**config.mk**
```make
export PLATFORM = sky130hd
export DESIGN_NAME = resp_array_bulk_deframer_core_flat
export DESIGN_NICKNAME = d
export VERILOG_FILES = /design/src/rtl/rabd_pkg.sv /design/src/rtl/rabd_if.sv /design/src/rtl/resp_array_bulk_deframer_core.sv /design/src/rtl/rabd_front.sv /design/src/rtl/rabd_back.sv /design/src/flat_wrapper.sv
export SDC_FILE = /design/constraint.sdc
export NUM_CORES = 1
export LEC_CHECK = 0
export BUFFER_PORTS_ARGS = -buffer_cell sky130_fd_sc_hd__buf_2
export CORE_MARGIN = 8
export CORE_UTILIZATION = 30
export DETAILED_ROUTE_END_ITERATION = 7
export PLACE_DENSITY = 0.43
export SYNTH_ARGS = -nofsm -noshare
export SYNTH_HDL_FRONTEND = slang
export SYNTH_SLANG_ARGS = --single-unit
```
**constraint.sdc**
```tcl
create_clock -name clk -period 7.4 [get_ports clk]
set_clock_uncertainty 0.2 [all_clocks]
set_input_delay 0.37 -clock clk [delete_from_list [all_inputs] [get_ports clk]]
set_output_delay 0.37 -clock clk [all_outputs]
set_load 0.005 [all_outputs]
```
**src/rtl/rabd_pkg.sv**
```systemverilog
// ----------------------------------------------------------------------------
// rabd_pkg
// Shared types and codes of the array/bulk request deframer.
// ----------------------------------------------------------------------------
package rabd_pkg;

  localparam int MaxDepth  = 16;
  localparam int LenDigits = 9;
  localparam int LvlW      = $clog2(MaxDepth + 1);
  localparam int IdxW      = (MaxDepth > 1) ? $clog2(MaxDepth) : 1;

  // byte classes found by the front end
  localparam logic [2:0] CLS_OTHER  = 3'd0;
  localparam logic [2:0] CLS_STAR   = 3'd1;
  localparam logic [2:0] CLS_DOLLAR = 3'd2;
  localparam logic [2:0] CLS_DIGIT  = 3'd3;
  localparam logic [2:0] CLS_DASH   = 3'd4;
  localparam logic [2:0] CLS_CR     = 3'd5;
  localparam logic [2:0] CLS_LF     = 3'd6;

  localparam logic [7:0] CHR_STAR   = 8'h2a;
  localparam logic [7:0] CHR_DOLLAR = 8'h24;
  localparam logic [7:0] CHR_DASH   = 8'h2d;
  localparam logic [7:0] CHR_CR     = 8'h0d;
  localparam logic [7:0] CHR_LF     = 8'h0a;
  localparam logic [7:0] CHR_ONE    = 8'h31;
  localparam logic [7:0] CHR_DIG_LO = 8'd47;
  localparam logic [7:0] CHR_DIG_HI = 8'd58;

  // byte roles
  localparam logic [2:0] ROLE_TYPE  = 3'd0;
  localparam logic [2:0] ROLE_LCHR  = 3'd1;
  localparam logic [2:0] ROLE_LTERM = 3'd2;
  localparam logic [2:0] ROLE_PAY   = 3'd3;
  localparam logic [2:0] ROLE_PTERM = 3'd4;
  localparam logic [2:0] ROLE_ERR   = 3'd5;

  // element kinds
  localparam logic [2:0] KIND_NONE      = 3'd0;
  localparam logic [2:0] KIND_ARR_OPEN  = 3'd1;
  localparam logic [2:0] KIND_BULK      = 3'd2;
  localparam logic [2:0] KIND_BULK_EMPTY = 3'd3;
  localparam logic [2:0] KIND_BULK_NIL  = 3'd4;
  localparam logic [2:0] KIND_ARR_EMPTY = 3'd5;
  localparam logic [2:0] KIND_ARR_NIL   = 3'd6;

  // error codes
  localparam logic [2:0] ERR_NONE     = 3'd0;
  localparam logic [2:0] ERR_LEN_CHR  = 3'd1;
  localparam logic [2:0] ERR_LEN_LONG = 3'd2;
  localparam logic [2:0] ERR_TOO_BIG  = 3'd3;
  localparam logic [2:0] ERR_TERM     = 3'd4;
  localparam logic [2:0] ERR_TYPE     = 3'd5;
  localparam logic [2:0] ERR_DEEP     = 3'd6;

  localparam logic [29:0] MAX_BULK_RST = 30'h2000_0000;

  // classified byte passed from front to back
  typedef struct packed {
    logic [7:0] data;
    logic [2:0] cls;
  } item_t;

endpackage

```
**src/rtl/rabd_if.sv**
```systemverilog
// ----------------------------------------------------------------------------
// rabd_if
// Valid/ready channels: byte input and parse result output.
// ----------------------------------------------------------------------------
interface rabd_byte_if;
  logic       valid;
  logic       ready;
  logic [7:0] data_byte;

  modport source (output valid, output data_byte, input ready);
  modport sink   (input valid, input data_byte, output ready);
endinterface

interface rabd_res_if;
  logic        valid;
  logic        ready;
  logic [2:0]  byte_role;
  logic [7:0]  byte_echo;
  logic [4:0]  nesting_depth;
  logic [2:0]  element_kind;
  logic [29:0] length_value;
  logic        payload_last;
  logic [4:0]  arrays_closed;
  logic        message_done;
  logic [2:0]  error_code;

  modport source (output valid, output byte_role, output byte_echo,
                  output nesting_depth, output element_kind, output length_value,
                  output payload_last, output arrays_closed, output message_done,
                  output error_code, input ready);
  modport sink   (input valid, input byte_role, input byte_echo,
                  input nesting_depth, input element_kind, input length_value,
                  input payload_last, input arrays_closed, input message_done,
                  input error_code, output ready);
endinterface

```
**src/rtl/resp_array_bulk_deframer_core.sv**
```systemverilog
// ----------------------------------------------------------------------------
// resp_array_bulk_deframer_core
// Deframes array and bulk string request frames, one byte per transfer.
// ----------------------------------------------------------------------------
// Usage:
//   in_ch  : one stream byte per transfer (valid/ready).
//   out_ch : exactly one result per input byte, in order: byte role, echo,
//            nesting depth, completed element, arrays closed, message done
//            and error code.
//   cfg_wr_en/cfg_wr_data : writes the maximum bulk length; write only idle.
// Each byte is registered in the queue and then in the result register. A
// byte that completes an element is parked in the close registers while
// the stack walk pops one level per cycle, as long as the result register
// is free. Otherwise one byte per cycle is sustained while results are taken.
// A two-entry queue separates byte intake from the parser. The parser only
// takes a byte when no close cascade runs and the result register is empty
// or being taken, so outside cascades it keeps pace while results are taken.
// When the receiver stalls, the result holds, the queue fills and in_ch
// ready drops. Reset empties queue and stack, returns the parser to
// expecting a type byte and sets the maximum bulk length to 2^29.
// ----------------------------------------------------------------------------
module resp_array_bulk_deframer_core (
  input  logic        clk,
  input  logic        rst_n,
  rabd_byte_if.sink   in_ch,
  rabd_res_if.source  out_ch,
  input  logic        cfg_wr_en,
  input  logic [29:0] cfg_wr_data
);

  logic            q_valid;
  logic            q_pop;
  rabd_pkg::item_t q_item;

  // intake and classification
  rabd_front u_front (
    .clk     (clk),
    .rst_n   (rst_n),
    .in_ch   (in_ch),
    .q_valid (q_valid),
    .q_item  (q_item),
    .q_pop   (q_pop)
  );

  // parser and result stage
  rabd_back u_back (
    .clk         (clk),
    .rst_n       (rst_n),
    .cfg_wr_en   (cfg_wr_en),
    .cfg_wr_data (cfg_wr_data),
    .q_valid     (q_valid),
    .q_item      (q_item),
    .q_pop       (q_pop),
    .out_ch      (out_ch)
  );

endmodule

```
**src/rtl/rabd_front.sv**
```systemverilog
// ----------------------------------------------------------------------------
// rabd_front
// Accepts bytes, classifies them and queues them in a two-entry FIFO.
// ----------------------------------------------------------------------------
module rabd_front (
  input  logic                 clk,
  input  logic                 rst_n,
  rabd_byte_if.sink            in_ch,
  output logic                 q_valid,
  output rabd_pkg::item_t      q_item,
  input  logic                 q_pop
);

  rabd_pkg::item_t q_mem_r [2];
  logic            wp_r, wp_nxt, rp_r, rp_nxt;
  logic [1:0]      cnt_r, cnt_nxt;
  logic [2:0]      cls;
  logic            push;

  // byte classification
  always_comb begin
    if (in_ch.data_byte == rabd_pkg::CHR_STAR)
      cls = rabd_pkg::CLS_STAR;
    else if (in_ch.data_byte == rabd_pkg::CHR_DOLLAR)
      cls = rabd_pkg::CLS_DOLLAR;
    else if (in_ch.data_byte > rabd_pkg::CHR_DIG_LO && in_ch.data_byte < rabd_pkg::CHR_DIG_HI)
      cls = rabd_pkg::CLS_DIGIT;
    else if (in_ch.data_byte == rabd_pkg::CHR_DASH)
      cls = rabd_pkg::CLS_DASH;
    else if (in_ch.data_byte == rabd_pkg::CHR_CR)
      cls = rabd_pkg::CLS_CR;
    else if (in_ch.data_byte == rabd_pkg::CHR_LF)
      cls = rabd_pkg::CLS_LF;
    else
      cls = rabd_pkg::CLS_OTHER;
  end

  assign in_ch.ready = (cnt_r != 2'd2);
  assign push        = in_ch.valid && in_ch.ready;
  assign q_valid     = (cnt_r != 2'd0);
  assign q_item      = q_mem_r[rp_r];

  // pointers and fill count
  always_comb begin
    wp_nxt  = push ? ~wp_r : wp_r;
    rp_nxt  = q_pop ? ~rp_r : rp_r;
    cnt_nxt = cnt_r + {1'b0, push} - {1'b0, q_pop};
  end

  always_ff @(posedge clk) begin
    if (!rst_n) begin
      wp_r  <= 1'b0;
      rp_r  <= 1'b0;
      cnt_r <= 2'd0;
    end else begin
      wp_r  <= wp_nxt;
      rp_r  <= rp_nxt;
      cnt_r <= cnt_nxt;
    end
  end

  // queue storage
  always_ff @(posedge clk) begin
    if (push) begin
      q_mem_r[wp_r] <= '{data: in_ch.data_byte, cls: cls};
    end
  end

endmodule

```
**src/rtl/rabd_back.sv**
```systemverilog
// ----------------------------------------------------------------------------
// rabd_back
// Parser state machine, array count stack, close cascade and result register.
// ----------------------------------------------------------------------------
module rabd_back (
  input  logic            clk,
  input  logic            rst_n,
  input  logic            cfg_wr_en,
  input  logic [29:0]     cfg_wr_data,
  input  logic            q_valid,
  input  rabd_pkg::item_t q_item,
  output logic            q_pop,
  rabd_res_if.source      out_ch
);

  localparam logic [3:0] PH_TYPE   = 4'd0;
  localparam logic [3:0] PH_LFIRST = 4'd1;
  localparam logic [3:0] PH_LDIG   = 4'd2;
  localparam logic [3:0] PH_NEG1   = 4'd3;
  localparam logic [3:0] PH_NEGCR  = 4'd4;
  localparam logic [3:0] PH_LLF    = 4'd5;
  localparam logic [3:0] PH_PAY    = 4'd6;
  localparam logic [3:0] PH_PCR    = 4'd7;
  localparam logic [3:0] PH_PLF    = 4'd8;

  localparam int LvlW = rabd_pkg::LvlW;
  localparam int IdxW = rabd_pkg::IdxW;

  logic [29:0]     max_bulk_r;
  logic [3:0]      ph_r, ph_nxt;
  logic [29:0]     acc_r, acc_nxt;
  logic [3:0]      dcnt_r, dcnt_nxt;
  logic            neg_r, neg_nxt, arr_r, arr_nxt;
  logic [29:0]     rem_r, rem_nxt;
  logic [LvlW-1:0] lvl_r, lvl_nxt;
  logic [29:0]     stk_r [rabd_pkg::MaxDepth];
  logic            closing_r, closing_nxt;

  // result held while the close cascade runs
  logic [2:0]      pk_role_r, pk_role_nxt, pk_kind_r, pk_kind_nxt;
  logic [29:0]     pk_len_r, pk_len_nxt;
  logic [7:0]      pk_byte_r, pk_byte_nxt;
  logic [4:0]      pk_closed_r, pk_closed_nxt;

  // output register
  logic            ov_r, ov_nxt;
  logic [2:0]      o_role_r, o_role_nxt, o_kind_r, o_kind_nxt, o_err_r, o_err_nxt;
  logic [7:0]      o_byte_r, o_byte_nxt;
  logic [4:0]      o_depth_r, o_depth_nxt, o_closed_r, o_closed_nxt;
  logic [29:0]     o_len_r, o_len_nxt;
  logic            o_last_r, o_last_nxt, o_done_r, o_done_nxt;

  logic            stk_we;
  logic [IdxW-1:0] stk_wa;
  logic [29:0]     stk_wd;

  logic            out_free;
  logic [2:0]      role, kind, err;
  logic [29:0]     len;
  logic            last, fin;
  logic [7:0]      b;
  logic [2:0]      cls;
  logic [IdxW-1:0] top_idx;
  logic [29:0]     top_dec;
  logic [29:0]     acc_x10;

  assign out_free = !ov_r || out_ch.ready;
  assign b        = q_item.data;
  assign cls      = q_item.cls;
  assign top_idx  = IdxW'(lvl_r - LvlW'(1));
  assign top_dec  = stk_r[top_idx] - 30'd1;
  assign acc_x10  = {acc_r[26:0], 3'b000} + {acc_r[28:0], 1'b0};

  always_comb begin
    ph_nxt        = ph_r;
    acc_nxt       = acc_r;
    dcnt_nxt      = dcnt_r;
    neg_nxt       = neg_r;
    arr_nxt       = arr_r;
    rem_nxt       = rem_r;
    lvl_nxt       = lvl_r;
    closing_nxt   = closing_r;
    pk_role_nxt   = pk_role_r;
    pk_kind_nxt   = pk_kind_r;
    pk_len_nxt    = pk_len_r;
    pk_byte_nxt   = pk_byte_r;
    pk_closed_nxt = pk_closed_r;
    ov_nxt        = ov_r && !out_ch.ready;
    o_role_nxt    = o_role_r;
    o_kind_nxt    = o_kind_r;
    o_err_nxt     = o_err_r;
    o_byte_nxt    = o_byte_r;
    o_depth_nxt   = o_depth_r;
    o_closed_nxt  = o_closed_r;
    o_len_nxt     = o_len_r;
    o_last_nxt    = o_last_r;
    o_done_nxt    = o_done_r;
    stk_we        = 1'b0;
    stk_wa        = top_idx;
    stk_wd        = top_dec;
    q_pop         = 1'b0;
    role          = rabd_pkg::ROLE_TYPE;
    kind          = rabd_pkg::KIND_NONE;
    err           = rabd_pkg::ERR_NONE;
    len           = '0;
    last          = 1'b0;
    fin           = 1'b0;

    if (closing_r) begin
      // one stack level per cycle while the result register is free
      if (out_free) begin
        if (lvl_r == '0) begin
          closing_nxt  = 1'b0;
          ov_nxt       = 1'b1;
          o_role_nxt   = pk_role_r;
          o_kind_nxt   = pk_kind_r;
          o_len_nxt    = pk_len_r;
          o_byte_nxt   = pk_byte_r;
          o_err_nxt    = rabd_pkg::ERR_NONE;
          o_last_nxt   = 1'b0;
          o_closed_nxt = pk_closed_r;
          o_done_nxt   = 1'b1;
          o_depth_nxt  = 5'(lvl_r);
        end else begin
          stk_we = 1'b1;
          if (top_dec != '0) begin
            closing_nxt  = 1'b0;
            ov_nxt       = 1'b1;
            o_role_nxt   = pk_role_r;
            o_kind_nxt   = pk_kind_r;
            o_len_nxt    = pk_len_r;
            o_byte_nxt   = pk_byte_r;
            o_err_nxt    = rabd_pkg::ERR_NONE;
            o_last_nxt   = 1'b0;
            o_closed_nxt = pk_closed_r;
            o_done_nxt   = 1'b0;
            o_depth_nxt  = 5'(lvl_r);
          end else begin
            lvl_nxt       = lvl_r - LvlW'(1);
            pk_closed_nxt = pk_closed_r + 5'd1;
          end
        end
      end
    end else if (q_valid && out_free) begin
      q_pop = 1'b1;
      unique case (ph_r)
        PH_TYPE: begin
          role = rabd_pkg::ROLE_TYPE;
          if (cls == rabd_pkg::CLS_STAR || cls == rabd_pkg::CLS_DOLLAR) begin
            arr_nxt  = (cls == rabd_pkg::CLS_STAR);
            acc_nxt  = '0;
            dcnt_nxt = '0;
            neg_nxt  = 1'b0;
            ph_nxt   = PH_LFIRST;
          end else begin
            err = rabd_pkg::ERR_TYPE;
          end
        end
        PH_LFIRST: begin
          role = rabd_pkg::ROLE_LCHR;
          if (cls == rabd_pkg::CLS_DIGIT) begin
            acc_nxt  = {26'd0, b[3:0]};
            dcnt_nxt = 4'd1;
            ph_nxt   = PH_LDIG;
          end else if (cls == rabd_pkg::CLS_DASH) begin
            neg_nxt = 1'b1;
            ph_nxt  = PH_NEG1;
          end else begin
            err = rabd_pkg::ERR_LEN_CHR;
          end
        end
        PH_LDIG: begin
          if (cls == rabd_pkg::CLS_DIGIT) begin
            role = rabd_pkg::ROLE_LCHR;
            if (dcnt_r >= 4'(rabd_pkg::LenDigits)) begin
              err = rabd_pkg::ERR_LEN_LONG;
            end else begin
              acc_nxt  = acc_x10 + {26'd0, b[3:0]};
              dcnt_nxt = dcnt_r + 4'd1;
            end
          end else if (cls == rabd_pkg::CLS_CR) begin
            role   = rabd_pkg::ROLE_LTERM;
            ph_nxt = PH_LLF;
          end else begin
            err = rabd_pkg::ERR_LEN_CHR;
          end
        end
        PH_NEG1: begin
          role = rabd_pkg::ROLE_LCHR;
          if (b == rabd_pkg::CHR_ONE) ph_nxt = PH_NEGCR;
          else                        err    = rabd_pkg::ERR_LEN_CHR;
        end
        PH_NEGCR: begin
          role = rabd_pkg::ROLE_LTERM;
          if (cls == rabd_pkg::CLS_CR) ph_nxt = PH_LLF;
          else                         err    = rabd_pkg::ERR_LEN_CHR;
        end
        PH_LLF: begin
          role = rabd_pkg::ROLE_LTERM;
          if (cls != rabd_pkg::CLS_LF) begin
            err = rabd_pkg::ERR_LEN_CHR;
          end else begin
            len = neg_r ? '0 : acc_r;
            if (arr_r) begin
              if (neg_r || acc_r == '0) begin
                kind   = neg_r ? rabd_pkg::KIND_ARR_NIL : rabd_pkg::KIND_ARR_EMPTY;
                ph_nxt = PH_TYPE;
                fin    = 1'b1;
              end else if (lvl_r >= LvlW'(rabd_pkg::MaxDepth)) begin
                err = rabd_pkg::ERR_DEEP;
              end else begin
                stk_we  = 1'b1;
                stk_wa  = IdxW'(lvl_r);
                stk_wd  = acc_r;
                lvl_nxt = lvl_r + LvlW'(1);
                kind    = rabd_pkg::KIND_ARR_OPEN;
                ph_nxt  = PH_TYPE;
              end
            end else begin
              if (neg_r) begin
                kind   = rabd_pkg::KIND_BULK_NIL;
                ph_nxt = PH_TYPE;
                fin    = 1'b1;
              end else if (acc_r == '0) begin
                rem_nxt = '0;
                ph_nxt  = PH_PCR;
              end else if (acc_r > max_bulk_r) begin
                err = rabd_pkg::ERR_TOO_BIG;
              end else begin
                rem_nxt = acc_r;
                ph_nxt  = PH_PAY;
              end
            end
          end
        end
        PH_PAY: begin
          role    = rabd_pkg::ROLE_PAY;
          rem_nxt = rem_r - 30'd1;
          if (rem_nxt == '0) begin
            last   = 1'b1;
            ph_nxt = PH_PCR;
          end
        end
        PH_PCR: begin
          role = rabd_pkg::ROLE_PTERM;
          if (cls == rabd_pkg::CLS_CR) ph_nxt = PH_PLF;
          else                         err    = rabd_pkg::ERR_TERM;
        end
        PH_PLF: begin
          role = rabd_pkg::ROLE_PTERM;
          if (cls == rabd_pkg::CLS_LF) begin
            kind   = (acc_r == '0) ? rabd_pkg::KIND_BULK_EMPTY : rabd_pkg::KIND_BULK;
            ph_nxt = PH_TYPE;
            fin    = 1'b1;
          end else begin
            err = rabd_pkg::ERR_TERM;
          end
        end
        default: begin
          err = rabd_pkg::ERR_TYPE;
        end
      endcase

      if (err != rabd_pkg::ERR_NONE) begin
        // back to top level with an empty stack
        stk_we   = 1'b0;
        ph_nxt   = PH_TYPE;
        lvl_nxt  = '0;
        acc_nxt  = '0;
        dcnt_nxt = '0;
        neg_nxt  = 1'b0;
        arr_nxt  = 1'b0;
        rem_nxt  = '0;
        ov_nxt       = 1'b1;
        o_role_nxt   = rabd_pkg::ROLE_ERR;
        o_kind_nxt   = rabd_pkg::KIND_NONE;
        o_len_nxt    = '0;
        o_last_nxt   = 1'b0;
        o_closed_nxt = '0;
        o_done_nxt   = 1'b0;
        o_err_nxt    = err;
        o_byte_nxt   = b;
        o_depth_nxt  = '0;
      end else if (fin) begin
        closing_nxt   = 1'b1;
        pk_role_nxt   = role;
        pk_kind_nxt   = kind;
        pk_len_nxt    = len;
        pk_byte_nxt   = b;
        pk_closed_nxt = '0;
      end else begin
        ov_nxt       = 1'b1;
        o_role_nxt   = role;
        o_kind_nxt   = kind;
        o_len_nxt    = len;
        o_last_nxt   = last;
        o_closed_nxt = '0;
        o_done_nxt   = 1'b0;
        o_err_nxt    = rabd_pkg::ERR_NONE;
        o_byte_nxt   = b;
        o_depth_nxt  = 5'(lvl_nxt);
      end
    end
  end

  // control state
  always_ff @(posedge clk) begin
    if (!rst_n) begin
      max_bulk_r <= rabd_pkg::MAX_BULK_RST;
      ph_r       <= PH_TYPE;
      acc_r      <= '0;
      dcnt_r     <= '0;
      neg_r      <= 1'b0;
      arr_r      <= 1'b0;
      rem_r      <= '0;
      lvl_r      <= '0;
      closing_r  <= 1'b0;
      ov_r       <= 1'b0;
    end else begin
      if (cfg_wr_en) max_bulk_r <= cfg_wr_data;
      ph_r      <= ph_nxt;
      acc_r     <= acc_nxt;
      dcnt_r    <= dcnt_nxt;
      neg_r     <= neg_nxt;
      arr_r     <= arr_nxt;
      rem_r     <= rem_nxt;
      lvl_r     <= lvl_nxt;
      closing_r <= closing_nxt;
      ov_r      <= ov_nxt;
    end
  end

  // payload registers
  always_ff @(posedge clk) begin
    pk_role_r   <= pk_role_nxt;
    pk_kind_r   <= pk_kind_nxt;
    pk_len_r    <= pk_len_nxt;
    pk_byte_r   <= pk_byte_nxt;
    pk_closed_r <= pk_closed_nxt;
    o_role_r    <= o_role_nxt;
    o_kind_r    <= o_kind_nxt;
    o_err_r     <= o_err_nxt;
    o_byte_r    <= o_byte_nxt;
    o_depth_r   <= o_depth_nxt;
    o_closed_r  <= o_closed_nxt;
    o_len_r     <= o_len_nxt;
    o_last_r    <= o_last_nxt;
    o_done_r    <= o_done_nxt;
  end

  // remaining-count stack
  always_ff @(posedge clk) begin
    if (stk_we) begin
      stk_r[stk_wa] <= stk_wd;
    end
  end

  assign out_ch.valid         = ov_r;
  assign out_ch.byte_role     = o_role_r;
  assign out_ch.byte_echo     = o_byte_r;
  assign out_ch.nesting_depth = o_depth_r;
  assign out_ch.element_kind  = o_kind_r;
  assign out_ch.length_value  = o_len_r;
  assign out_ch.payload_last  = o_last_r;
  assign out_ch.arrays_closed = o_closed_r;
  assign out_ch.message_done  = o_done_r;
  assign out_ch.error_code    = o_err_r;

endmodule

```
**src/flat_wrapper.sv**
```systemverilog
// flat-port wrapper written by rule: the top's interface ports become plain ports
module resp_array_bulk_deframer_core_flat 
  (clk, rst_n, cfg_wr_en, cfg_wr_data, in_ch_valid, in_ch_data_byte, in_ch_ready, out_ch_valid, out_ch_byte_role, out_ch_byte_echo, out_ch_nesting_depth, out_ch_element_kind, out_ch_length_value, out_ch_payload_last, out_ch_arrays_closed, out_ch_message_done, out_ch_error_code, out_ch_ready);
  rabd_byte_if in_ch_i ();
  rabd_res_if out_ch_i ();
  input  logic clk;
  input  logic rst_n;
  input  logic cfg_wr_en;
  input  logic [29:0] cfg_wr_data;
  input wire logic [$bits(in_ch_i.valid)-1:0] in_ch_valid;
  input wire logic [$bits(in_ch_i.data_byte)-1:0] in_ch_data_byte;
  output wire logic [$bits(in_ch_i.ready)-1:0] in_ch_ready;
  output wire logic [$bits(out_ch_i.valid)-1:0] out_ch_valid;
  output wire logic [$bits(out_ch_i.byte_role)-1:0] out_ch_byte_role;
  output wire logic [$bits(out_ch_i.byte_echo)-1:0] out_ch_byte_echo;
  output wire logic [$bits(out_ch_i.nesting_depth)-1:0] out_ch_nesting_depth;
  output wire logic [$bits(out_ch_i.element_kind)-1:0] out_ch_element_kind;
  output wire logic [$bits(out_ch_i.length_value)-1:0] out_ch_length_value;
  output wire logic [$bits(out_ch_i.payload_last)-1:0] out_ch_payload_last;
  output wire logic [$bits(out_ch_i.arrays_closed)-1:0] out_ch_arrays_closed;
  output wire logic [$bits(out_ch_i.message_done)-1:0] out_ch_message_done;
  output wire logic [$bits(out_ch_i.error_code)-1:0] out_ch_error_code;
  input wire logic [$bits(out_ch_i.ready)-1:0] out_ch_ready;
  assign in_ch_i.valid = in_ch_valid;
  assign in_ch_i.data_byte = in_ch_data_byte;
  assign in_ch_ready = in_ch_i.ready;
  assign out_ch_valid = out_ch_i.valid;
  assign out_ch_byte_role = out_ch_i.byte_role;
  assign out_ch_byte_echo = out_ch_i.byte_echo;
  assign out_ch_nesting_depth = out_ch_i.nesting_depth;
  assign out_ch_element_kind = out_ch_i.element_kind;
  assign out_ch_length_value = out_ch_i.length_value;
  assign out_ch_payload_last = out_ch_i.payload_last;
  assign out_ch_arrays_closed = out_ch_i.arrays_closed;
  assign out_ch_message_done = out_ch_i.message_done;
  assign out_ch_error_code = out_ch_i.error_code;
  assign out_ch_i.ready = out_ch_ready;
  resp_array_bulk_deframer_core u_core (.clk(clk), .rst_n(rst_n), .in_ch(in_ch_i), .out_ch(out_ch_i), .cfg_wr_en(cfg_wr_en), .cfg_wr_data(cfg_wr_data));
endmodule
```
After elaboration in Yosys (flattened, before gate mapping)
Memories as Yosys holds them, arrays and structs flattened. A register that Yosys moved wholly into a read port is not among the register bits.
Index checks and enable logic that the tools add are counted.
{"block": "word_totals", "register_bits": 219, "latch_bits": 0, "ram_bits": 502, "romBits": 0, "wordCells": 351, "memories": 2}
{"block": "op_classes", "add_sub_neg": 10, "multipliers": 0, "div": 0, "magnitude_cmp": 5, "n_eq_ne": 46, "shift": 0, "mux": 221, "bitwise_logic": 4, "reduce_logical": 36}
{"name": "u_core.u_back.stk_r", "depth": 16, "width": 30, "read_ports": 1, "rd_clocked_by_memory_dff": 0, "write_ports": 1, "line": "rabd_back.sv:36", "source": "logic [29:0] stk_r [rabd_pkg::MaxDepth];"}
{"name": "u_core.u_front.q_mem_r", "depth": 2, "width": 11, "read_ports": 1, "rd_clocked_by_memory_dff": 1, "write_ports": 1, "line": "rabd_front.sv:14", "source": "rabd_pkg::item_t q_mem_r [2];"}
{"cell": "two-way mux 30 bit", "count": 28}
{"cell": "two-way mux 5 bit", "count": 32}
{"cell": "two-way mux 3 bit", "count": 41}
{"cell": "two-way mux 4 bit", "count": 29}
{"cell": "case mux 30 bit (3 select lines)", "count": 1}
{"cell": "two-way mux 1 bit", "count": 67}
{"cell": "logical NOT 30 bit", "count": 2}
{"cell": "case mux 30 bit (2 select lines)", "count": 1}
{"cell": "subtractor 30 x 1 -> 30 bit (second input constant)", "count": 2}
{"cell": "two-way mux 8 bit", "count": 7}
{"cell": "!= test 3 bit (second input constant)", "count": 15}
{"cell": "case mux 4 bit (9 select lines)", "count": 1}
{"cell": "equality test 8 x 6 -> 1 bit (second input constant)", "count": 4}
{"cell": "adder 30 bit", "count": 1}
{"cell": "adder 30 x 4 -> 30 bit", "count": 1}
{"cell": "> comparator 30 bit", "count": 1}
{"cell": "nonzero test 30 bit", "count": 1}
{"cell": "case mux 3 bit (9 select lines)", "count": 1}
{"cell": "equality test 4 x 3 -> 1 bit (second input constant)", "count": 4}
{"cell": "equality test 8 x 4 -> 1 bit (second input constant)", "count": 2}
{"cell": "two-way mux 2 bit", "count": 8}
{"cell": "AND reduction 4 bit", "count": 4}
{"cell": "case mux 3 bit (5 select lines)", "count": 1}
{"cell": "AND reduction 7 bit", "count": 2}
{"cell": "other kinds (38)", "count": 66}

Logic depth before layout (Yosys ltp)
Gate-level depths: netlist of the first run.
{"block": "logic_depth", "ltp_word": 15, "depth_mapped": 27}

Hierarchy
Synthesis of the first run repeated with hierarchy kept, for this count alone.
{"block": "hier_totals", "cells_unflattened": 2397, "area_unflattened_um2": 33417.0}
{"module": "rabd_back", "instances": 1, "cells_per_inst": 2323, "area_each_um2": 32291.0, "seq_area_each_um2": 19799.0}
{"module": "rabd_front", "instances": 1, "cells_per_inst": 74, "area_each_um2": 1126.1, "seq_area_each_um2": 760.7}

Least setup slack after synthesis of the first run
Ideal clock, no wire load.
{"block": "synth_timing", "kind": "register -> register", "start": "reg u_core.u_back.lvl_r[0]", "end": "reg u_core.u_back.o_closed_r[0], in the netlist u_core.u_back.out_ch.arrays_closed[0] (enable)", "setup_ns": 0.421, "t_arrival_ns": 6.731, "required_time_ns": 6.779, "setup_slack_ns": 0.048, "stages_incl_launch_ff": 23, "path_buffers": 10, "period_less_slack_ns": 7.352, "path_cell_list": "dfxtp_1 -> buf_6 -> buf_12 -> buf_12 -> buf_12 -> buf_4 -> buf_2 -> clkinv_1 -> ha_1 -> buf_2 -> buf_2 -> buf_2 -> buf_1 -> mux4_2 -> mux4_2 -> nor2_1 -> nand3_1 -> or4_1 -> o211ai_1 -> and4b_1 -> and2_4 -> nor2_1 -> o21a_1"}
{"block": "synth_via", "elab_chain_len": 11, "word_cells_on_any_way": 17}
{"item": "start: declaration", "line": "rabd_back.sv:35", "source": "logic [LvlW-1:0] lvl_r, lvl_nxt;"}
{"item": "start signal: assignment", "line": "rabd_back.sv:327", "source": "lvl_r <= lvl_nxt;"}
{"item": "parallel branches: the longest is 10 deep, another holds memory (16 x 30 bit)"}
{"item": "AND reduction 4 bit (no source line) (*)"}
{"item": "end signal: assignment", "line": "rabd_back.sv:345", "source": "o_closed_r <= o_closed_nxt;"}
{"item": "end: declaration", "line": "rabd_back.sv:49", "source": "logic [4:0] o_depth_r, o_depth_nxt, o_closed_r, o_closed_nxt;"}
Mark *: on every way between the ends. The select of a mux whose other input is x is not followed.
A chain may end at the register's enable or synchronous reset.

Worst setup path in the final report of the first run
{"block": "layout_timing", "start": "reg u_core.u_back.lvl_r[0]", "end": "reg u_core.u_back.o_len_r[7], in the netlist u_core.u_back.out_ch.length_value[7] (enable)"}
{"block": "layout_via", "elab_chain_len": 11, "word_cells_on_any_way": 17}
{"item": "parallel branches: the longest is 10 deep, another holds memory (16 x 30 bit)"}
{"item": "AND reduction 4 bit (no source line) (*)"}
{"item": "end signal: assignment", "line": "rabd_back.sv:346", "source": "o_len_r <= o_len_nxt;"}
{"item": "end: declaration", "line": "rabd_back.sv:50", "source": "logic [29:0] o_len_r, o_len_nxt;"}
Marks and branches as above.

==> results by group, run 1 <==
Outcome
  – Status: completed

Critical path
  – R2R setup slack: between 900 and 1000 ps
  – Crit Path Category: reg -> reg
  – Setup crit start: u_core.u_back.lvl_r[0]
  – Setup crit end kind: flip-flop
  – Startpoint Class: flip-flop
  – CP max FO: 53
  – Reg2reg start: u_core.u_back.lvl_r[0]
  – WP data required: 7530 ps
  – CP arrival: between 6000 and 7000 ps

Drt
  – Vias per cell: around 5.1
  – Initial drt markers: about 1.5k
  – DRT Pass-1 Iters: 5
  – DRC: 0
  – Routed Antenna Nets: 0
  – Routed via count: 21.3k
  – DR WL/cell: around 23 um
  – Final wirelength: 96100 um

Finish
  – Area grow syn2layout: 16.9%
  – Most frequent cells in the layout: edfxtp_1 (610), nor2_1 (169), nand2_1 (165), a21oi_1 (123), mux4_2 (121)
  – Final core utilization: 0.354
  – Finished Layout Cells: just over 4k
  – Fillers: 10.7k
  – Commonest non-fill, non-tap cell in the layout: edfxtp_1
  – Final Cell Area: between 0.03 and 0.04 sq mm
  – # diodes: 0
  – Layout cells sized above 1: 0.190
  – Fin nets: around 2.7k

Clock network
  – Cts repair resizes: 0
  – Reg clk slew, reported paths: ~60 ps
  – Clk_lat worst skew: 670 ps
  – Clk sinks: slightly above 700
  – Clk buf depth: 3
  – # Post-CTS Setup Buffers: 0
  – CTS Buf Count: 83
  – TritonCTS clock tree: built
  – Clk root buf: clkbuf_16
  – H-tree levels: 3

Logic synthesis
  – Syn Nets: 2569
  – FF+latch count, synth: 722
  – Ys flop type: edfxtp_1
  – Mean Syn Cell Area: 13.8 sq um
  – Post-synthesis sequential area ratio: 0.612
  – Dominant cells by area after synthesis: edfxtp_1 (55%), mux4_2 (8.1%), dfxtp_1 (6.7%)
  – Number of synthesized flops with an enable pin: between 600 and 700
  – Dominant cell type by area after synthesis: edfxtp_1
  – Post-Synthesis Cells: about 2.4k
  – Netlist Area Pre-Place: 0.0336 sq mm
  – Post-synth top area share: 0.545
  – Yosys Warn Count: 0
  – Asr flop ratio synth: 0
  – Post-synth cell types: 90

Global routing
  – Largest net degree at the start of global routing: 81
  – GR Layer Usage met1: 0.204
  – Vias in the first global route: 21.9k
  – First-pass GRT wire length: about 140000 um
  – GRT overflow: 0
  – M3 GR Usage: 0.0251
  – Layer with the highest usage: met2
  – Grt met2 use: 0.256
  – GRT Total Usage: 0.153
  – Initial antenna violation count: 1

Power
  – Leak: 12.8 nW
  – Peak VDD IR: 0.000215 V
  – Tot Pwr: roughly 10 mW
  – PwrDens: 254 mW/mm^2

STA
  – Setup TNS: 0 ps
  – Crit share post-route: 0.877
  – Final setup margin: 909 ps
  – Slew margin rel.: 0.107
  – Hold_ws: 159 ps
  – Final setup fails: 0
  – Unrepaired setup endpoints after global routing: false
  – Fmax: 0.154 GHz
  – Fin crit period: ~6500 ps
  – Slew @ Worst Pin: 1330 ps
  – Fin. max-slew vios: 0
  – Fin. Hold Viols: 0

Place
  – Area after DPL: about 0.036 sq mm
  – IO buf count: 103
  – Placed cells: 3947
  – Worst slack, placed: 887 ps
  – Final Wtd Congestion: 0.839
  – HPWL after detailed placement: 60900 um

Flow run
  – Max Cap Viol: 0

Floorplanning
  – Die area: ~0.12 sq mm
  – Initial core utilization: 0.303
  – Die height: 351 um
  – Core Box Area: roughly 0.11 sq mm
  – Num rows: ~120
  – Die width: ~350 um
  – Num ports: 104

Worst hold path
  – Hold crit path type: in -> reg
  – Hold path startpoint: rst_n
worst max-delay path, cell delays in order (launching register included):
cell	delay, ps
dfxtp_4	380
clkinv_1	280
ha_4	920
buf_4	390
mux4_2	340
mux4_2	620
nor4_4	420
nand3_1	230
or4_1	610
o211ai_1	130
and4b_1	270
and2_4	220
nor2_1	180
o21a_2	550
buf_12	290
metal layers:
metal  routed length [um]  vias up
met5                   11        -
met4                 2430        2
met3                 4170      157
met2                46200      516
met1                43300    10900
li1                     -     9737
power by group:
| group | switching, mW | internal, mW |
|---|---|---|
| registers | 0.104 | 4.57 |
| logic | 0.656 | 0.364 |
| clock network | 1.73 | 2.52 |
| total | 2.49 | 7.46 |
flip-flops by register name, summed over array words and instances (netlist names), 22 cells and up, named ones only:
signal	flops
u_core.u_back.pk_len_r	30
u_core.u_back.rem_r	30
u_core.u_back.out_ch.length_value	30
u_core.u_back.acc_r	30
u_core.u_front.q_mem_r	22
u_core.u_back.stk_r	480
u_core.u_back.max_bulk_r	30
area by class of cell:
type / count / area [sq um] / share of cell area
Sequential cell: 722 / 20600 / 0.524
Multi-Input combinational cell: 1500 / 12300 / 0.313
Clock buffer: 105 / 2200 / 0.0560
Inverter: 63 / 236 / 0.00602
Timing Repair Buffer: 214 / 1460 / 0.0372
Tap cell: 1488 / 1860 / 0.0474
Clock inverter: 46 / 642 / 0.0164
cells by family after synthesis:
family / Yosys count / synth area share
AOI/OAI and AO/OA: 426 / 0.0834
xor gates and xnor gates: 74 / 0.0193
adders and majority gates: 98 / 0.0370
buffers and inverters: 206 / 0.0283
DFF: 722 / 0.612
muxes: 223 / 0.119
and+or+nand+nor: 679 / 0.101
cell usage after synthesis, types with 30 or more instances:
cell type	n
a21o_1	30
mux2i_1	68
nand3b_1	31
inv_1	60
nor3_1	56
clkbuf_1	87
a22o_1	31
nor2_1	187
nand4_1	32
nor4_1	31
and2_1	39
a21oi_1	123
o21ai_0	94
ha_1	96
mux4_2	121
dfxtp_1	112
nand2_1	165
xor2_1	30
nand3_1	40
xnor2_1	44
edfxtp_1	610
worst paths after layout:
path / endpoint / cells past startpoint
setup reg to reg: u_core.u_back.out_ch.length_value[7] / 14
hold reg to reg: u_core.u_back.rem_r[14] / 2
setup / recovery: u_core.u_back.out_ch.length_value[7] / 14
hold / removal: u_core.u_back.out_ch.valid / 2
repair_timing:
item,CTS,global route
hold endpoints to repair,55,0
setup endpoints to repair,0,0
hold buffers,40,0
Power figures use the tool's default switching activity.
==> run 2: changes to the inputs <==
- ABC_AREA: unset -> 1
==> run 2 against run 1 <==
  * Hold slack worse by 140 ps
  * Register-to-register slack better by 700 ps
  * Critical path depth up 9
  * Clock power down 3%
  * Sequential share of layout area down 1.0 points
  * Power up 110%
  * Sequential power up 49%
  * Global-route usage up 1.8 points
  * Largest cell class unchanged
  * Fmax up 12%
==> results by group, run 2 <==
Outcome
  – Status: completed

Logic synthesis
  – Most common cell in the synthesized netlist: nand2_1
  – Dominant cell type by area after synthesis: edfxtp_1
  – FF+latch count, synth: 722 (unchanged)
  – Dominant cells by area after synthesis: edfxtp_1 (53%), nand2_1 (8.5%), dfxtp_1 (6.5%)
  – Post-Synthesis Cells: 3600 (+48%)
  – Post-synthesis sequential area ratio: 0.596 (-0.0161)
  – Number of synthesized flops with an enable pin: 610 (unchanged)
  – Post-synth top area share: 0.531 (-0.0144)
  – Yosys Warn Count: 0 (unchanged)
  – Netlist Area Pre-Place: 0.0345 sq mm (+2.7%)
  – Post-synth top cells: nand2_1 (781), edfxtp_1 (610), nor2_1 (471)
  – Syn Nets: 3741 (+46%)
  – Asr flop ratio synth: 0 (unchanged)
  – Mean Syn Cell Area: 9.58 sq um (-31%)
  – Ys flop type: edfxtp_1
  – Post-synth cell types: 51 (-43%)

Critical path
  – CP max FO: 98 (+85%)
  – R2R setup slack: 1610 ps (+700 ps)
  – WP data required: 7470 ps (-60 ps)
  – CP arrival: 5860 ps (-770 ps)
  – Startpoint Class: flip-flop
  – R2R cell count: 23 (+9)
  – Setup crit start: u_core.u_back.lvl_r[0]
  – Reg2reg start: u_core.u_back.lvl_r[0]
  – Setup crit end kind: flip-flop
  – Critical Path Sink: u_core.u_back.out_ch.length_value[14]
  – Crit Path Category: reg -> reg
  – FF-to-FF End: u_core.u_back.out_ch.length_value[14]

Flow run
  – Max Cap Viol: 0 (unchanged)

Place
  – IO buf count: 103 (unchanged)
  – Worst slack, placed: 1590 ps (+706 ps)
  – Final Wtd Congestion: 0.885 (+5.5%)
  – HPWL after detailed placement: 70500 um (+16%)

Clock network
  – CTS Buf Count: 83 (unchanged)
  – Clk buf depth: 3 (unchanged)
  – Clk_lat worst skew: 650 ps (-20 ps)
  – Clk sinks: 722 (unchanged)
  – H-tree levels: 3 (unchanged)
  – Reg clk slew, reported paths: 60 ps (about the same)
  – Clk root buf: clkbuf_16
  – TritonCTS clock tree: built

STA
  – Unrepaired setup endpoints after global routing: false
  – Final setup fails: 0 (unchanged)
  – Fmax: 0.173 GHz (+12%)
  – Slew margin rel.: 0.106 (-0.000277)
  – Fin. max-slew vios: 0 (unchanged)
  – Setup TNS: 0 ps (unchanged)
  – Fin crit period: 5790 ps (-699 ps)
  – Hold_ws: 16.4 ps (-142 ps)
  – Slew @ Worst Pin: 1330 ps (-2.29 ps)
  – Crit share post-route: 0.783 (-0.0945)
  – Final setup margin: 1610 ps (+699 ps)
  – Fin. Hold Viols: 0 (unchanged)

Drt
  – Final wirelength: 111000 um (+15%)
  – Initial drt markers: 1854 (+21%)
  – DRT Pass-1 Iters: 6 (+1)
  – Vias per cell: 4.83 (-6.1%)
  – DRC: 0 (unchanged)
  – DR WL/cell: 20.8 um (-10%)
  – Routed via count: 25.7k (+21%)
  – Routed Antenna Nets: 0 (unchanged)

Power
  – Tot Pwr: 21.2 mW (+110%)
  – Leak: 15.6 nW (+22%)
  – PwrDens: 529 mW/mm^2 (+110%)
  – Peak VDD IR: 0.000331 V (+54%)

Finish
  – Max FFs per register: 480 (unchanged)
  – Layout cells sized above 1: 0.0973 (-0.0925)
  – Commonest non-fill, non-tap cell in the layout: nand2_1
  – Fin nets: 3885 (+43%)
  – Fillers: 11.8k (+11%)
  – Area grow syn2layout: 16.0%
  – Most frequent cells in the layout: nand2_1 (779), edfxtp_1 (610), nor2_1 (453), inv_1 (323), nand3_1 (270)
  – Largest Register: u_core.u_back.stk_r

Floorplanning
  – Die width: 355 um (+1.3%)
  – Die height: 355 um (+1.3%)
  – Num rows: 124 (+1.6%)
  – Initial core utilization: 0.302 (-0.000974)
  – Num ports: 104 (unchanged)
  – Die area: 0.126 sq mm (+2.6%)
  – Core Box Area: 0.114 sq mm (+3.0%)

Global routing
  – GRT overflow: 0 (unchanged)
  – Initial antenna violation count: 1 (unchanged)
  – First-pass GRT wire length: 167000 um (+16%)
  – Vias in the first global route: 25.2k (+15%)
  – Largest net degree at the start of global routing: 169 (+110%)
  – GRT Total Usage: 0.171 (+0.0183)

Worst hold path
  – Hold crit path type: in -> reg
run 2: cell families (layout without fill, tap and decap cells):
group	after synthesis	after routing	synth area share
xor+xnor	65	65	0.0173
fa+ha+maj	98	98	0.0360
mux	2	2	0.000617
other cells	0	1	0
flops	722	722	0.596
compound gates	562	562	0.0896
buf+inv	496	710	0.0600
simple gates	1655	1655	0.201
run 2: what timing repair did:
item,4_1_cts,5_1_grt
gates resized for setup,0,0
buffers inserted,0,0
hold buffers,46,0
hold endpoints to repair,53,0
run 2: layer usage:
| layer | vias to the layer above | GRT usage | share of wire | wire length [um] |
|---|---|---|---|---|
| met5 | - | 0 | 0 | 0 |
| met3 | 114 | 0.0220 | 0.040 | 4440 |
| met1 | 12500 | 0.235 | 0.47 | 51500 |
| li1 | 12500 | - | - | - |
| met4 | 0 | 0.0397 | 0.017 | 1880 |
| met2 | 540 | 0.287 | 0.48 | 52900 |
run 2: worst min-delay path by stage:
stage	start	to	cells past startpoint
finish	cfg_wr_data[5]	u_core.u_back.max_bulk_r[5]	3
global route	cfg_wr_data[5]	u_core.u_back.max_bulk_r[5]	3
CTS	cfg_wr_data[5]	u_core.u_back.max_bulk_r[5]	3
detailed placement	u_core.u_front.rp_r	u_core.u_front.rp_r	1
global placement	u_core.u_front.rp_r	u_core.u_front.rp_r	1
floorplan	u_core.u_front.rp_r	flip-flop	1
run 2: final cells by class:
type / instances / area [sq um] / area share
Tap cell: 1512 / 1890 / 0.0473
Clock buffer: 112 / 2280 / 0.0569
Multi-Input combinational cell: 2382 / 12000 / 0.301
Sequential cell: 722 / 20600 / 0.514
Inverter: 333 / 1260 / 0.0315
Antenna cell: 1 / 2.50 / 0.0000625
Clock inverter: 43 / 422 / 0.0105
Timing Repair Buffer: 222 / 1570 / 0.0393
run 2: worst max-delay path, cell delays in order (launching register included):
cell and delay [ps]:
dfxtp_4 450, inv_6 420, ha_4 400, inv_6 610, buf_12 320, nor2_1 80
o21ai_0 70, nand3_1 100, nand3_1 80, nand2_1 180, nor2_1 330, nand2_1 180
nor2_2 170, nand2_2 110, nor2_1 140, nand2_1 60, nand2_1 110, nor2_2 50
nand2_2 70, nor2_4 50, nand2_4 110, mux2i_1 140, nor2_4 110, buf_4 650
run 2: stage by stage:
step / instances / area (sq um) / util
3_5_place_dp: 5125 / 36900 / 0.323
6_report: 5327 / 40000 / 0.351
2_1_floorplan: 3600 / 34500 / -
5_1_grt: 5326 / 40000 / 0.350
4_1_cts: 5326 / 40000 / 0.350
3_3_place_gp: 5125 / 36900 / 0.323
run 2: power by group:
group | internal, mW | switching (mW)
clock network | 2.41 | 1.72
logic | 2.56 | 7.54
registers | 6.77 | 0.195
total | 11.7 | 9.45
